File: config.mk
export PLATFORM = sky130hd
export DESIGN_NAME = bui_ctrl
export DESIGN_NICKNAME = d
export VERILOG_FILES = /design/src/rtl/bui_pkg.sv /design/src/rtl/bui_ctrl.sv
export SDC_FILE = /design/constraint.sdc
export NUM_CORES = 1
export LEC_CHECK = 0
export BUFFER_PORTS_ARGS = -buffer_cell sky130_fd_sc_hd__buf_4
export CORE_AREA = 2 2 39 41
export DETAILED_ROUTE_END_ITERATION = 12
export DIE_AREA = 0 0 41 43
export GPL_ROUTABILITY_DRIVEN = 0
export MAX_ROUTING_LAYER = met4
export PLACE_DENSITY = 0.3
export SLEW_MARGIN = 10
export SYNTH_ARGS = -nofsm -noshare
export SYNTH_HDL_FRONTEND = slang
export SYNTH_SLANG_ARGS = --single-unit
File: constraint.sdc
create_clock -name aclk -period 2.9 [get_ports aclk]
set_clock_uncertainty 0.1 [all_clocks]
set_input_delay 0.145 -clock aclk [delete_from_list [all_inputs] [get_ports aclk]]
set_output_delay 0.145 -clock aclk [all_outputs]
set_load 0.03 [all_outputs]
File: src/rtl/bui_pkg.sv
// Shared types and constants of the bilinear upscaler.
package bui_pkg;

    // Widths of the item fields and configuration registers.
    localparam int PIX_W   = 8;
    localparam int OROW_W  = 15;
    localparam int OCOL_W  = 13;
    localparam int ROW_W   = 12;
    localparam int CFGW_W  = 11;
    localparam int CFGH_W  = 13;
    localparam int CFGF_W  = 4;
    localparam int CFGD_W  = 13;
    localparam int IDX_W   = 2;
    localparam int SUM_W   = 14;
    localparam int RCP_W   = 25;
    localparam int RCP_SH  = 24;
    localparam int HEIGHT_MAX = 4096;

    // Register indexes of the configuration port.
    localparam logic [IDX_W-1:0] REG_WIDTH  = 2'd0;
    localparam logic [IDX_W-1:0] REG_HEIGHT = 2'd1;
    localparam logic [IDX_W-1:0] REG_FACTOR = 2'd2;

    // Rounded-up reciprocals of f*f scaled by 2^24, indexed by f-1; exact floor
    // division for every weighted sum below 2^14.
    localparam logic [RCP_W-1:0] RECIP [8] = '{
        25'd16777216, 25'd4194304, 25'd1864136, 25'd1048576,
        25'd671089,   25'd466034,  25'd342393,  25'd262144
    };

    // Commands from the controller to the datapath.
    typedef struct packed {
        logic accept;
        logic capture;
        logic calc;
        logic load;
        logic shift;
    } bui_cmd_t;

    // Status from the datapath to the controller.
    typedef struct packed {
        logic produce;
        logic out_free;
        logic blk_last;
    } bui_status_t;

endpackage

File: src/rtl/bui_ctrl.sv
// Controller state machine of the bilinear upscaler.
module bui_ctrl (
    input  logic                 aclk,
    input  logic                 aresetn,
    input  logic                 s_valid,
    output logic                 s_ready,
    input  bui_pkg::bui_status_t status,
    output bui_pkg::bui_cmd_t    cmd
);

    typedef enum logic [1:0] {
        ST_IDLE,
        ST_READ,
        ST_CALC,
        ST_EMIT
    } state_t;

    state_t state_reg;
    state_t state_next;

    // Next state and commands.
    always_comb begin
        state_next  = state_reg;
        cmd         = '0;
        s_ready     = 1'b0;
        unique case (state_reg)
            ST_IDLE: begin
                s_ready    = 1'b1;
                cmd.accept = s_valid;
                if (s_valid) begin
                    state_next = ST_READ;
                end
            end
            ST_READ: begin
                cmd.capture = 1'b1;
                if (status.produce) begin
                    state_next = ST_CALC;
                end else begin
                    cmd.shift  = 1'b1;
                    state_next = ST_IDLE;
                end
            end
            ST_CALC: begin
                cmd.calc   = 1'b1;
                state_next = ST_EMIT;
            end
            ST_EMIT: begin
                if (status.out_free) begin
                    cmd.load = 1'b1;
                    if (status.blk_last) begin
                        cmd.shift  = 1'b1;
                        state_next = ST_IDLE;
                    end else begin
                        state_next = ST_CALC;
                    end
                end
            end
            default: state_next = ST_IDLE;
        endcase
    end

    // State register.
    always_ff @(posedge aclk) begin
        if (!aresetn) begin
            state_reg <= ST_IDLE;
        end else begin
            state_reg <= state_next;
        end
    end

endmodule

==> impl_metrics.tcl <==
set metrics [dict create \
    status "complete, no violations" \
    ys_ff_latch 2 \
    arrival_ps 1130 \
    first_pass_iters 2 \
    largest_reg_flops 2 \
    ant_nets 0 \
    ys.flop_type "dfxtp_1" \
    slew_headroom 0.834 \
    n_antenna_cell 0 \
    dp.final_hpwl_um 328 \
    grt_max_degree 10 \
    yosys.area.top_type_share 0.296 \
    ys_async_sr_fraction 0 \
    io_pins 12 \
    worst_setup_path_end_kind "primary output" \
    drive_gt1_frac 0.600 \
    final_max_slew_viol_count 0 \
    num_vias 158 \
    setup_viol 0 \
    ys_types 14 \
    yosysWarnings 0 \
    clkTransAtPathRegs_ps 30 \
    final_nets 38 \
    cp.required_ps 2650 \
    routedWlPerCell_um 8.85 \
    die_y_um 43 \
    drtIter0Drc 3 \
    synth_edf_count 0 \
    cts_root_buf "clkbuf_4" \
    cts_tree "done" \
    htreeDepth 1 \
    cts.path.max_buffers 2 \
    ir_worst_vdd_mv 0.157 \
    period_share 0.474 \
    rows 14 \
    grt_usage 0.0667 \
    power_density_nw_per_um2 515 \
    die_area_sq_um 1760 \
    setup_ws_ps 1520 \
    total_power_mw 0.134 \
    synth_seq_area_share 0.296 \
    initial_core_util 0.0976 \
    crit_path_start_kind "flop" \
    syn_area_per_cell_sq_um 8.45 \
    drv_cap 0 \
    drc 0 \
    yosys.area.top_type "dfxtp_1" \
    die_x_um 41 \
    filler_cell_count 160 \
    area_growth_pct 92.6 \
    synth_fp_nets 22 \
    cts_inserted_buffers 3 \
    antenna_found_initial 0 \
    cts_hold_buf 0 \
    crit_type "reg -> out" \
    rr_startpoint "state_reg[1]" \
    grt_pass1_wl_um 683 \
    hp-start "status[2]" \
    overflow 0 \
    finalWirelength_um 407 \
    fin_cells 46 \
    final.min_clock_period_ps 1380 \
    p_leak_nw 0.131 \
    hold_viol 0 \
    setup_tns_ps 0 \
    critical_path.max_fanout 9 \
    core_area_sq_um 1380 \
    netlist_top_cells_area "dfxtp_1, a32o_2, nor2b_2" \
    grt_pass1_vias 150 \
    max_freq_mhz 727 \
    hold_class "in -> reg" \
    tightest_slew_ps 249 \
    clock-sinks 2 \
    syn_inst 16 \
    cts_resized 0 \
    pre_cts_slack_ps 1760 \
    dp_cells 43 \
    cp-startpoint "state_reg[1]" \
    port_buffers 11 \
    netlist_area_sq_um 135 \
    rsz0062_at_grt "no" \
    worstSkewPairLatency_ps 220 \
    synthTopCellsByCount "dfxtp_1, nor2_1" \
    final_util 0.188 \
    vias_per_cell 3.43 \
    postCtsSetupBuffers 0 \
]
==> per-layer routing <==
metal	vias to the layer above	track usage	share of wire
li1	85	-	-
met1	61	0.0799	0.52
met2	12	0.0563	0.29
met3	0	0.0681	0.19
met4	0	0.0600	0
met5	-	-	0
==> final timing paths <==
check                                    end  slack (ps)  cells after the start
worst max-delay path                  cmd[0]        1520                      3
worst min-delay path            state_reg[1]          80                      2
worst max register to register  state_reg[1]        1910                      2
worst min register to register  state_reg[1]         470                      2
==> area by class of cell <==
type / instances / area (sq um) / share of cell area
Multi-Input combinational cell: 14 / 95.1 / 0.365
Tap cell: 16 / 20.0 / 0.0769
Clock buffer: 3 / 22.5 / 0.0865
Sequential cell: 2 / 40.0 / 0.154
Timing Repair Buffer: 11 / 82.6 / 0.317
==> report_power, final <==
part | switching, mW | internal [mW]
clock network | 0.0150 | 0.0456
logic | 0.0214 | 0.0185
registers | 0.00363 | 0.0300
total | 0.0401 | 0.0941
==> placed cells by master, fill, tap and decap left out <==
cell      netlist  final
and3_1          1      1
nor2_1          2      2
and2_1          1      1
nand3_1         1      1
a21boi_1        1      1
dfxtp_1         2      2
clkbuf_4        0      3
o21a_1          1      1
and3_2          1      1
and2_2          1      1
nor2b_1         1      1
nand2b_1        1      1
o21bai_1        1      1
nor2b_2         1      1
buf_4           0     11
a32o_2          1      1
==> through the flow <==
stage	instance area (sq um)	hold WS (ps)
floorplan	135	198
global placement	238	302
detailed placement	238	306
CTS	260	68.9
global route	260	67.2
finish	260	80.0
==> logic make-up (layout without fill, tap and decap cells) <==
| kind of cell | count (synthesis) | count (layout) | synth area share |
|---|---|---|---|
| simple gates | 10 | 10 | 0.454 |
| flops | 2 | 2 | 0.296 |
| buf+inv | 0 | 14 | 0 |
| compound gates | 4 | 4 | 0.250 |
==> critical path: stages (launching register included) <==
cell and delay, ps:
dfxtp_1 440, and3_1 190, o21a_1 120, buf_4 150
(Power assumes the default switching activity.)
